==> config.mk <==
export PLATFORM = sky130hd
export DESIGN_NAME = srrb_ctrl
export DESIGN_NICKNAME = d
export VERILOG_FILES = /design/src/srrb_pkg.sv /design/src/srrb_ctrl.sv
export SDC_FILE = /design/constraint.sdc
export NUM_CORES = 1
export LEC_CHECK = 0
export ABC_AREA = 1
export BUFFER_PORTS_ARGS = -buffer_cell sky130_fd_sc_hd__buf_2
export CORE_MARGIN = 3
export CORE_UTILIZATION = 35
export DETAILED_ROUTE_END_ITERATION = 10
export HOLD_SLACK_MARGIN = 0.08
export PLACE_DENSITY_LB_ADDON = 0.2
export SETUP_SLACK_MARGIN = 0.05
export SLEW_MARGIN = 0
export SYNTH_ARGS = -nofsm -noshare
export SYNTH_HDL_FRONTEND = slang
export SYNTH_SLANG_ARGS = --single-unit
==> constraint.sdc <==
create_clock -name clk -period 1.4 [get_ports clk]
set_input_delay 0.14 -clock clk [delete_from_list [all_inputs] [get_ports clk]]
set_output_delay 0.14 -clock clk [all_outputs]
set_load 0.01 [all_outputs]
==> src/srrb_pkg.sv <==
package srrb_pkg;

  typedef struct packed {
    logic [2:0]  cmd;
    logic [12:0] record_length;
    logic [7:0]  data_byte;
    logic [63:0] seq_value;
    logic [5:0]  entry_index;
    logic [11:0] byte_offset;
    logic [11:0] byte_position;
  } in_item_t;

  typedef struct packed {
    logic [63:0] record_seq;
    logic        found;
    logic [12:0] found_length;
    logic [11:0] found_offset;
    logic [7:0]  read_data;
    logic [31:0] dropped_count;
    logic [63:0] acked_seq;
    logic [6:0]  pending_count;
    logic [12:0] bytes_used;
  } out_item_t;

  typedef enum logic [2:0] {
    CMD_APPEND_BEGIN = 3'd0,
    CMD_APPEND_BYTE  = 3'd1,
    CMD_ACK          = 3'd2,
    CMD_FIND         = 3'd3,
    CMD_READ         = 3'd4
  } cmd_t;

  localparam logic CFG_SLOT_LIMIT = 1'b0;
  localparam logic CFG_BYTE_LIMIT = 1'b1;

  typedef enum logic [3:0] {
    OP_NONE,
    OP_LOAD,
    OP_REJECT,
    OP_EVICT,
    OP_ALLOC,
    OP_WRITE_BYTE,
    OP_ACK_FREE,
    OP_ACK_DONE,
    OP_FIND_LOOK,
    OP_FIND_DONE,
    OP_READ_MOD,
    OP_READ_ADDR,
    OP_READ_DONE,
    OP_STATUS
  } dp_op_t;

  typedef struct packed {
    dp_op_t op;
  } dp_cmd_t;

  typedef struct packed {
    logic reject;
    logic need_evict;
    logic ack_more;
    logic mod_last;
  } dp_stat_t;

endpackage

==> src/srrb_ctrl.sv <==
module srrb_ctrl import srrb_pkg::*; (
  input  logic     clk,
  input  logic     rst_n,
  input  logic     in_valid,
  output logic     in_ready,
  input  logic [2:0] in_cmd,
  output logic     out_valid,
  input  logic     out_ready,
  input  logic     cfg_valid,
  output logic     cfg_ready,
  input  dp_stat_t stat,
  output dp_cmd_t  dcmd
);
  typedef enum logic [3:0] {
    S_IDLE, S_DISPATCH, S_EVICT_RD, S_EVICT, S_ACK_RD, S_ACK,
    S_FIND_RD, S_FIND_SKIP, S_FIND_SLOT, S_FIND_WAIT, S_READ_MOD, S_READ_RD,
    S_READ_WAIT, S_STATUS, S_OUT
  } state_t;

  state_t state_r, state_nxt;
  logic [2:0] cmd_r;
  logic       out_valid_r;

  // a pending config write goes first
  assign in_ready = (state_r == S_IDLE) && (!out_valid_r || out_ready) && !cfg_valid;
  assign cfg_ready = (state_r == S_IDLE) && !out_valid_r;
  assign out_valid = out_valid_r;

  always_comb begin
    state_nxt = state_r;
    dcmd.op = OP_NONE;
    case (state_r)
      S_IDLE: if (in_valid && in_ready) begin
        dcmd.op = OP_LOAD;
        state_nxt = S_DISPATCH;
      end
      S_DISPATCH: begin
        case (cmd_r)
          CMD_APPEND_BEGIN: begin
            if (stat.reject) begin
              dcmd.op = OP_REJECT;
              state_nxt = S_STATUS;
            end else state_nxt = S_EVICT_RD;
          end
          CMD_APPEND_BYTE: begin
            dcmd.op = OP_WRITE_BYTE;
            state_nxt = S_STATUS;
          end
          CMD_ACK: state_nxt = S_ACK_RD;
          CMD_FIND: state_nxt = S_FIND_RD;
          CMD_READ: state_nxt = S_READ_MOD;
          default: state_nxt = S_STATUS;
        endcase
      end
      S_EVICT_RD: state_nxt = S_EVICT;
      S_EVICT: begin
        if (stat.need_evict) begin
          dcmd.op = OP_EVICT;
          state_nxt = S_EVICT_RD;
        end else begin
          dcmd.op = OP_ALLOC;
          state_nxt = S_STATUS;
        end
      end
      S_ACK_RD: state_nxt = S_ACK;
      S_ACK: begin
        if (stat.ack_more) begin
          dcmd.op = OP_ACK_FREE;
          state_nxt = S_ACK_RD;
        end else begin
          dcmd.op = OP_ACK_DONE;
          state_nxt = S_STATUS;
        end
      end
      S_FIND_RD: state_nxt = S_FIND_SKIP;
      S_FIND_SKIP: begin
        dcmd.op = OP_FIND_LOOK;
        state_nxt = S_FIND_SLOT;
      end
      S_FIND_SLOT: begin
        dcmd.op = OP_FIND_DONE;
        state_nxt = S_FIND_WAIT;
      end
      S_FIND_WAIT: state_nxt = S_READ_WAIT;
      S_READ_MOD: begin
        dcmd.op = OP_READ_MOD;
        if (stat.mod_last) state_nxt = S_READ_RD;
      end
      S_READ_RD: begin
        dcmd.op = OP_READ_ADDR;
        state_nxt = S_READ_WAIT;
      end
      S_READ_WAIT: state_nxt = S_STATUS;
      S_STATUS: begin
        dcmd.op = OP_STATUS;
        state_nxt = S_OUT;
      end
      S_OUT: state_nxt = S_IDLE;
      default: state_nxt = S_IDLE;
    endcase
  end

  always_ff @(posedge clk) begin
    if (!rst_n) begin
      state_r <= S_IDLE;
      out_valid_r <= 1'b0;
      cmd_r <= '0;
    end else begin
      state_r <= state_nxt;
      if (state_r == S_IDLE && in_valid && in_ready) cmd_r <= in_cmd;
      if (state_r == S_OUT) out_valid_r <= 1'b1;
      else if (out_ready) out_valid_r <= 1'b0;
    end
  end
endmodule

# After elaboration in Yosys (flattened, before gate mapping)
# Index checks and enable logic that the tools add are counted.
dict set report classes {
  n_eq_ne 20
  mux 15
  reduce_logical 14
}
# op n
set op_table {}
lappend op_table {{$pmux 4 s13} 1}
lappend op_table {{$pmux 4 s9} 1}
lappend op_table {{$eq 4x4->1 const B} 7}
lappend op_table {{$mux 4} 5}
lappend op_table {{$eq 4x3->1 const B} 4}
lappend op_table {{$pmux 4 s4} 1}
lappend op_table {{$eq 4x2->1 const B} 2}
lappend op_table {{$eq 3x2->1 const B} 2}
lappend op_table {{$logic_and 1x1->1} 6}
lappend op_table {{$pmux 3 s2} 1}
lappend op_table {{$eq 4x1->1 const B} 1}
lappend op_table {{$logic_not 4->1} 1}
lappend op_table {{$mux 1} 4}
lappend op_table {{$eq 3x1->1 const B} 1}
lappend op_table {{$eq 3x3->1 const B} 1}
lappend op_table {{$logic_not 3->1} 1}
lappend op_table {{$mux 3} 1}
lappend op_table {{$logic_not 1->1} 2}
lappend op_table {{$mux 2} 1}
lappend op_table {{$ne 2x1->1 const B} 1}
lappend op_table {{$ne 2x2->1 const B} 1}
lappend op_table {{$reduce_and 2->1} 1}
lappend op_table {{$reduce_bool 2->1} 1}
lappend op_table {{$reduce_or 2->1} 1}
lappend op_table {{$logic_or 1x1->1} 1}
dict set report word_totals {
  reg_bits 8
  inputBits 12
  output_inout_bits 7
  word_cells 52
}

# Depth between registers and ports, before layout
# Gate-level depths: netlist of the first run.
dict set report logic_depth {
  ltp_word 7
  depth_mapped 8
  ltp_nobuf 8
}

# Worst setup path after synthesis of the first run
# No wires, ideal clock.
dict set report synth_timing {
  kind {reg2out}
  from {register state_r[0]}
  to {output port dcmd[0] (netlist bit)}
  t_arrival_ns 1.075
  required_time_ns 1.260
  setup_slack_ns 0.185
  stages_incl_launch_ff 8
  n_path_buf 0
  cell_sequence {dfxtp_1 -> nor2_4 -> nand2_2 -> nor2_4 -> nand2_2 -> inv_1 -> a21oi_1 -> nand3_1}
}
# element line_no
set synth_lines {}
lappend synth_lines {{from (decl)} srrb_ctrl.sv:20} ;# state_t state_r, state_nxt;
lappend synth_lines {{from (signal assigned)} srrb_ctrl.sv:109} ;# state_r <= state_nxt;
lappend synth_lines {{to (decl)} srrb_ctrl.sv:12} ;# output dp_cmd_t dcmd

==> impl_metrics.py, run 1 <==
metrics = {
    "power_and_ir_drop": {
        "p_leak_nw": 0.478,
        "pwr-share-seq": 0.225,
        "peakVddDrop_mv": 1.06,
        "p_per_area_nw_per_um2": 2040,
        "switching_share": 0.469,
        "clkPwrFrac": 0.095,
        "internal_power_mw": 0.997,
        "switchingPower_mw": 0.882,
        "combPwrFrac": 0.679,
    },
    "yosys": {
        "yosysMostFrequentCell": "nand2_1",
        "synth_area_sq_um": 627,
        "synth_top_area_share": 0.255,
        "yosysSeqAreaShare": 0.255,
        "synth.area.top_cells": "dfxtp_1, nand2_1, inv_1",
        "synthArstFlopShare": 0,
        "syn_area_per_cell_sq_um": 5.97,
        "syn_nets": 117,
        "synth_cells": 105,
        "synth_seq_cells": 8,
        "yosysUniqueCellTypes": 17,
        "synthFlopType": "dfxtp_1",
        "synth_top_area_cell": "dfxtp_1",
        "synth_edf_count": 0,
        "ys_warn_count": 0,
        "ys_top_cells_by_count": "nand2_1, inv_1, nor2_1",
    },
    "timing": {
        "hold_viol_final": 0,
        "finalSetupTns_ns": -0.232,
        "fin_crit_sh": 1.07,
        "worst_pin_slew_ns": 0.335,
        "finClkSkew_ns": 0.00101,
        "slew_viol_final": 0,
        "worst_hold_slack_ns": 0.138,
        "rsz0062_at_grt": "true",
        "setup_viol": 3,
        "fin_crit_ns": 1.50,
        "fmax_mhz": 669,
        "setup_ws_ns": -0.0958,
        "slew_headroom": 0.774,
    },
    "outcome": {
        "violations": "negative setup slack",
        "outcome": "finished with violations",
    },
    "drt": {
        "vias": 789,
        "via_per_inst": 4.87,
        "antenna_left": 0,
        "drc": 0,
        "drt-pass1-iter-count": 4,
        "drt_wl_total_mm": 1.76,
        "drt-initial-drc-count": 22,
        "wl_per_cell_um": 10.9,
    },
    "clock_network": {
        "clock_sinks": 8,
        "clockRootBuffer": "clkbuf_4",
        "clk_path_buf_depth": 2,
        "cts_made_buffers": 3,
        "cts.clk_slew.worst_paths_ns": 0.06,
        "cts_tree": "done",
        "clk_latency_ns": 0.25,
        "cts_max_level": 1,
        "cts_hold_buf": 0,
    },
    "worst_setup_path": {
        "reg2reg_from": "state_r[3]",
        "worstPathRequired_ns": 1.26,
        "arrival_ns": 1.36,
        "cp_num_buf_inv": 2,
        "worstPathMaxFanout": 4,
        "slowest_stage": "dfxtp_4",
        "worstSetupStartpoint": "state_r[3]",
        "end_kind": "primary output",
        "cp-start-kind": "flop",
        "critical-path-top-delay-family": "simple AND/OR/NAND/NOR gates",
        "slowest_delay_ns": 0.36,
        "path_class": "flop to primary output",
        "path_cells": "nor2_4, buf_4, nand3_2, and3_1, nand3_1, buf_2",
    },
    "grt": {
        "grt_pass1_vias": 770,
        "grt_overflow": 0,
        "grt_start_max_net_pins": 7,
        "grt_pass1_wl_mm": 3.22,
        "grt.total_usage": 0.170,
        "antenna_found_initial": 0,
    },
    "die": {
        "initial_core_util": 0.393,
        "num_rows": 14,
        "dieWidth_um": 48.3,
        "pin_count": 19,
        "dieArea_sq_um": 2330,
        "die-height_um": 48.3,
        "core_area_sq_um": 1590,
    },
    "final_layout": {
        "final_util": 0.578,
        "final_net_count": 152,
        "final_cells": 162,
        "drive_gt1_frac": 0.457,
        "area_growth_pct": 46.9,
        "num_antenna_cells": 0,
    },
    "placement": {
        "port_buffers": 18,
        "placed_cells": 152,
        "place_ws_ns": 0.0532,
        "hpwlAfterDp_mm": 1.41,
        "gp_congestion": 0.869,
    },
    "min_path": {
        "hp-class": "input pin to flop",
        "hold_start": "in_cmd[1]",
    },
    "flow_run": {
        "cap_violations": 0,
    },
}
worst min-delay path, stage by stage:
cell and delay, ns:
buf_2 0.07, o21ai_0 0.07, nor2_1 0.07
state kept, by name, summed over array words and instances, names as in the netlist:
name / cells
out_valid: 1
cmd_r: 3
state_r: 4
worst paths after layout:
kind | to | slack, ns | cells after the start
min reg2reg | cmd_r[0] | 0.50 | 2
max | dcmd[0] | -0.1 | 6
min | cmd_r[1] | 0.14 | 3
max reg2reg | state_r[0] | 0.13 | 10
cell usage in the layout (no fill, tap or decap), drive strengths merged:
master	Yosys	final
clkbuf	0	3
a21oi	7	7
o21ai	8	8
buf	0	30
dfxtp	8	8
nand4	2	2
nand3b	2	2
nand2	24	24
a21boi	1	1
and3	1	1
nor2	19	19
inv	20	20
nand3	12	12
a31oi	1	1
kinds of logic after synthesis:
kind of cell,share of synthesized area
buf+inv,0.120
flops,0.255
compound gates,0.142
simple gates,0.483
what timing repair did:
item	4_1_cts	5_1_grt
gates resized for setup	23	4
cloned	0	0
buffers inserted	6	1
setup endpoints to repair	5	6
pin swaps	7	5
power by group through the flow:
stage	combinational (mW)	sequential, mW	clock, mW
2_1_floorplan	0.673	0.381	0
3_3_place_gp	1.02	0.392	0
3_5_place_dp	1.03	0.395	0
4_1_cts	1.23	0.422	0.185
5_1_grt	1.41	0.438	0.205
6_report	1.28	0.424	0.179
final cells by class:
type | instances | area, sq um
repair buffers | 30 | 184
well taps | 24 | 30.0
flip-flops and latches | 8 | 173
multi-input cells | 77 | 434
fillers | 167 | 673
clock buffers | 3 | 22.5
inverters | 20 | 77.6
metrics by stage:
stage / instance area [sq um] / power [mW]
after global placement: 785 / 1.41
after global routing: 921 / 2.06
after CTS: 911 / 1.83
after floorplan: 627 / 1.05
final: 921 / 1.88
after detailed placement: 785 / 1.42
per-layer routing:
metal | wire (um) | share of wire | vias to the layer above | global-route usage
li1 | - | - | 405 | -
met1 | 817 | 0.46 | 352 | 0.209
met2 | 833 | 0.47 | 28 | 0.287
met3 | 99 | 0.056 | 4 | 0.0276
met4 | 9 | 0.0051 | 0 | 0.0806
met5 | 0 | 0 | - | 0
Note: power is estimated with default switching activity, not from simulation.
==> run 2: changes to the inputs <==
Settings changed: CORE_ASPECT_RATIO from default to 1.2.
==> run 2 against run 1 <==
Compared with the run above: via count shrank 2.3%; die area about the same; combinational power barely moved; utilization is 2.7 points lower; non-clock buffer count decreased by 2; sequential share of layout area rose by 0.38 points; wire length grew 0.57%; total power decreased by 1.0%; clock skew up 0.0025 ns; worst setup slack lost 0.014 ns; the run still ends with negative setup slack left; sequential power about the same.
==> impl_metrics.py, run 2 (synthesis gave the netlist of run 1 again) <==
metrics = {
    "outcome": {
        "outcome": "finished with violations",
        "violations": "negative setup slack",
    },
    "timing": {
        "fin_crit_ns": 1.51,
        "setup_ws_ns": -0.110,
        "finalSetupTns_ns": -0.129,
        "fin_crit_sh": 1.08,
        "worst_pin_slew_ns": 0.299,
        "rsz0062_at_grt": "true",
        "fmax_mhz": 662,
        "finClkSkew_ns": 0.00355,
        "hold_viol_final": 0,
        "slew_viol_final": 0,
        "setup_viol": 3,
        "slew_headroom": 0.799,
    },
    "clock_network": {
        "clockRootBuffer": "clkbuf_4",
        "cts_made_buffers": 3,
        "cts_max_level": 1,
        "clock_sinks": 8,
        "clk_path_buf_depth": 2,
        "cts_tree": "done",
        "clk_latency_ns": 0.26,
        "cts.clk_slew.worst_paths_ns": 0.05,
        "cts_hold_buf": 0,
    },
    "worst_setup_path": {
        "slowest_stage": "dfxtp_4",
        "slowest_delay_ns": 0.36,
        "path_class": "flop to primary output",
        "cp-start-kind": "flop",
        "path_cells": "nor2_4, nand2_2, nor2_4, nand2_2, inv_2, a21oi_2, nand3_2, buf_6",
        "arrival_ns": 1.37,
        "worstPathRequired_ns": 1.26,
        "end_kind": "primary output",
        "worstSetupStartpoint": "state_r[3]",
        "reg2reg_from": "state_r[3]",
        "worstPathMaxFanout": 4,
    },
    "die": {
        "initial_core_util": 0.377,
        "pin_count": 19,
        "die-height_um": 52.4,
        "num_rows": 16,
        "dieWidth_um": 44.6,
        "dieArea_sq_um": 2340,
        "core_area_sq_um": 1660,
    },
    "drt": {
        "drt-pass1-iter-count": 4,
        "drc": 0,
        "wl_per_cell_um": 11.5,
        "antenna_left": 0,
        "vias": 771,
        "drt_wl_total_mm": 1.77,
        "drt-initial-drc-count": 22,
        "via_per_inst": 5.01,
    },
    "final_layout": {
        "drive_gt1_frac": 0.426,
        "regArea_sq_um": 175,
        "layout_commonest_cell": "nand2_1",
        "final_net_count": 150,
        "num_antenna_cells": 0,
        "final_cells": 154,
        "fillCellCount": 176,
        "area_growth_pct": 46.1,
        "largest_reg_flops": 4,
        "multi_input_area_sq_um": 439,
        "layout_common_cells": "nand2_1, buf_2, inv_1, nor2_1, buf_4",
        "top_register": "state_r",
    },
    "power_and_ir_drop": {
        "clkPwrFrac": 0.098,
        "combPwrFrac": 0.675,
        "pwr-share-seq": 0.227,
        "internal_power_mw": 0.994,
        "p_per_area_nw_per_um2": 2030,
        "switchingPower_mw": 0.867,
        "peakVddDrop_mv": 1.14,
        "total_power_mw": 1.86,
        "switching_share": 0.466,
        "p_leak_nw": 0.486,
    },
    "grt": {
        "grt_start_max_net_pins": 7,
        "grt.total_usage": 0.163,
        "grt_overflow": 0,
        "antenna_found_initial": 0,
        "grt_pass1_vias": 685,
        "grt_pass1_wl_mm": 2.75,
    },
    "placement": {
        "placed_cells": 145,
        "place_ws_ns": 0.0610,
        "hpwlAfterDp_mm": 1.30,
        "gp_congestion": 0.883,
        "port_buffers": 18,
    },
    "flow_run": {
        "cap_violations": 0,
    },
    "min_path": {
        "hold_start": "in_cmd[1]",
        "hp-class": "input pin to flop",
    },
}
==> run 2: changes by cell type in the layout (fill, tap and decap cells not counted), moves of 2 or more <==
cell	change
nand2_1	+3
buf_6	+2
o21ai_1	-2
nand2_2	-3
buf_2	-2
o21ai_0	+2
buf_4	-2
==> run 2: power by group through the flow <==
stage	clock network, mW	registers (mW)	logic, mW
floorplan	0	0.381	0.673
global placement	0	0.391	1.01
detailed placement	0	0.392	0.997
CTS	0.179	0.411	1.07
global route	0.194	0.439	1.39
finish	0.182	0.422	1.26
==> run 2: metal layers <==
layer	routed length, um	vias up	GRT usage
li1	-	399	-
met1	758	340	0.182
met2	878	27	0.261
met3	99	5	0.0378
met4	35	0	0.121
met5	0	-	0
==> run 2: repair_timing <==
action	CTS	global route
pin swaps	4	6
resized for setup	11	15
setup endpoints to repair	5	5
setup buffers	3	3
==> run 2: area by class of cell <==
class / instances / share of cell area
multi-input combinational: 77 / 0.480
timing repair buffer: 28 / 0.198
sequential: 8 / 0.191
inverter: 20 / 0.0820
clock buffer: 3 / 0.0246
tap: 18 / 0.0246
==> run 2: through the flow <==
| stage | util | area, sq um | hold WS [ns] |
|---|---|---|---|
| detailed placement | 0.463 | 769 | 0.401 |
| CTS | 0.503 | 836 | 0.135 |
| global placement | 0.463 | 769 | 0.392 |
| finish | 0.551 | 916 | 0.125 |
| global route | 0.551 | 916 | 0.153 |
| floorplan | - | 627 | 0.276 |
==> run 2: critical path, delay by kind of cell (launching register included) <==
family / cells / cell delay, ns
AO/OA/AOI/OAI: 1 / 0.05
flip-flops: 1 / 0.36
buffers and inverters: 2 / 0.17
AND/OR/NAND/NOR: 5 / 0.53
==> run 2: path summary, 6_finish.rpt <==
path	slack (ns)	depth (start not counted)	to
worst min-delay path	0.13	3	cmd_r[1]
worst min register to register	0.49	2	cmd_r[0]
worst max-delay path	-0.11	8	dcmd[0]
worst max register to register	0.15	7	cmd_r[2]
==> run 3: changes to the inputs <==
Clock period 1.4 ns to 1.69 ns, I/O delays scaled along.
==> run 3 against run 2 <==
Compared with the run above: the flow now finishes without violations; utilization down 6.6 points; worst setup slack better by 0.26 ns; first-iteration DRC count down 32%; via count down 3.0%; final cell count down 4.5%; register-to-register slack better by 0.34 ns; non-clock buffer count down 7; clock skew down 0.00072 ns.
==> impl_metrics.py, run 3 (synthesis gave the netlist of run 1 again) <==
metrics = {
    "final_layout": {
        "final_net_count": 143,
        "area_growth_pct": 28.5,
        "final_util": 0.485,
        "drive_gt1_frac": 0.349,
        "fillCellCount": 191,
        "top_register": "state_r",
        "num_antenna_cells": 0,
        "multi_input_area_sq_um": 405,
        "layout_common_cells": "nand2_1, buf_2, inv_1, nor2_1, nand3_1",
        "largest_reg_flops": 4,
        "final_cells": 147,
        "layout_commonest_cell": "nand2_1",
        "regArea_sq_um": 168,
    },
    "drt": {
        "via_per_inst": 5.09,
        "vias": 748,
        "wl_per_cell_um": 11.1,
        "drc": 0,
        "drt_wl_total_mm": 1.63,
        "drt-initial-drc-count": 15,
        "antenna_left": 0,
        "drt-pass1-iter-count": 4,
    },
    "grt": {
        "grt_start_max_net_pins": 7,
        "grt_pass1_wl_mm": 2.69,
        "gr-usage-met2": 0.275,
        "use_met1": 0.164,
        "grt.total_usage": 0.154,
        "top_usage_layer": "met2",
        "use_met3": 0.0241,
        "grt_overflow": 0,
        "antenna_found_initial": 0,
        "grt_pass1_vias": 717,
    },
    "die": {
        "core_area_sq_um": 1660,
        "initial_core_util": 0.377,
        "num_rows": 16,
        "dieArea_sq_um": 2340,
        "die-height_um": 52.4,
        "dieWidth_um": 44.6,
        "pin_count": 19,
    },
    "worst_setup_path": {
        "path_class": "flop to primary output",
        "worstPathMaxFanout": 6,
        "cp-start-kind": "flop",
        "worstPathRequired_ns": 1.52,
        "r2r_slack_ns": 0.49,
        "arrival_ns": 1.37,
        "end_kind": "primary output",
    },
    "timing": {
        "rsz0062_at_grt": "false",
        "worst_pin_slew_ns": 0.347,
        "fin_crit_ns": 1.54,
        "setup_viol": 0,
        "finalSetupTns_ns": 0,
        "finClkSkew_ns": 0.00283,
        "fmax_mhz": 649,
        "slew_viol_final": 0,
        "fin_crit_sh": 0.911,
        "worst_hold_slack_ns": 0.166,
        "slew_headroom": 0.766,
        "hold_viol_final": 0,
    },
    "power_and_ir_drop": {
        "internal_power_mw": 0.665,
        "pwr-share-seq": 0.255,
        "clkPwrFrac": 0.112,
        "peakVddDrop_mv": 0.742,
        "switching_share": 0.494,
        "total_power_mw": 1.32,
        "switchingPower_mw": 0.651,
        "p_leak_nw": 0.436,
        "combPwrFrac": 0.634,
        "p_per_area_nw_per_um2": 1630,
    },
    "clock_network": {
        "cts_tree": "done",
        "cts_max_level": 1,
        "clk_latency_ns": 0.25,
        "cts_made_buffers": 3,
        "clockRootBuffer": "clkbuf_4",
        "cts.clk_slew.worst_paths_ns": 0.06,
        "clk_path_buf_depth": 2,
        "clock_sinks": 8,
    },
    "placement": {
        "gp_congestion": 0.848,
        "placed_cells": 142,
        "port_buffers": 18,
        "hpwlAfterDp_mm": 1.33,
    },
    "min_path": {
        "hp-class": "input pin to flop",
    },
    "outcome": {
        "outcome": "complete, no violations",
    },
    "flow_run": {
        "cap_violations": 0,
    },
}
## run 3: per-stage QoR
stage	instance area, sq um	setup WS, ns
4_1_cts	782	0.0541
5_1_grt	806	0.0491
2_1_floorplan	627	0.446
6_report	806	0.150
3_5_place_dp	747	0.245
3_3_place_gp	747	0.244
## run 3: metal layers
| layer | share of wire | up-vias |
|---|---|---|
| met1 | 0.41 | 329 |
| met2 | 0.50 | 30 |
| li1 | - | 383 |
| met5 | 0 | - |
| met4 | 0.018 | 0 |
| met3 | 0.066 | 6 |
## run 3: worst max-delay path, stage by stage, from the launching register on
cell and delay, ns:
dfxtp_2 0.34, nor2_4 0.14, inv_2 0.06, nor2_4 0.16, nand3_2 0.09, and3_1 0.15, nand3_1 0.05, buf_2 0.12
## run 3: final timing paths
| kind | cells after the start | endpoint | from |
|---|---|---|---|
| max | 7 | dcmd[0] | state_r[2] |
| min | 3 | cmd_r[1] | in_cmd[1] |
| max reg2reg | 8 | state_r[0] | state_r[3] |
| min reg2reg | 2 | cmd_r[0] | cmd_r[0] |
## run 3: layout make-up
type                    instances  area share
clock buffers                   3      0.0280
inverters                      20      0.0932
multi-input cells              77       0.503
flip-flops and latches          8       0.208
well taps                      18      0.0280
repair buffers                 21       0.140
## run 3: power by group through the flow
stage	combinational [mW]	clock, mW	sequential (mW)
floorplan	0.558	0	0.316
global placement	0.760	0	0.325
detailed placement	0.766	0	0.328
CTS	0.787	0.150	0.332
global route	0.928	0.161	0.345
finish	0.834	0.147	0.335
## run 3: what timing repair did
item,in CTS,in global routing
gates cloned,0,0
hold buffers,0,0
setup buffers,1,1
pin swaps,1,3
resized for setup,4,7
setup endpoints to repair,1,2
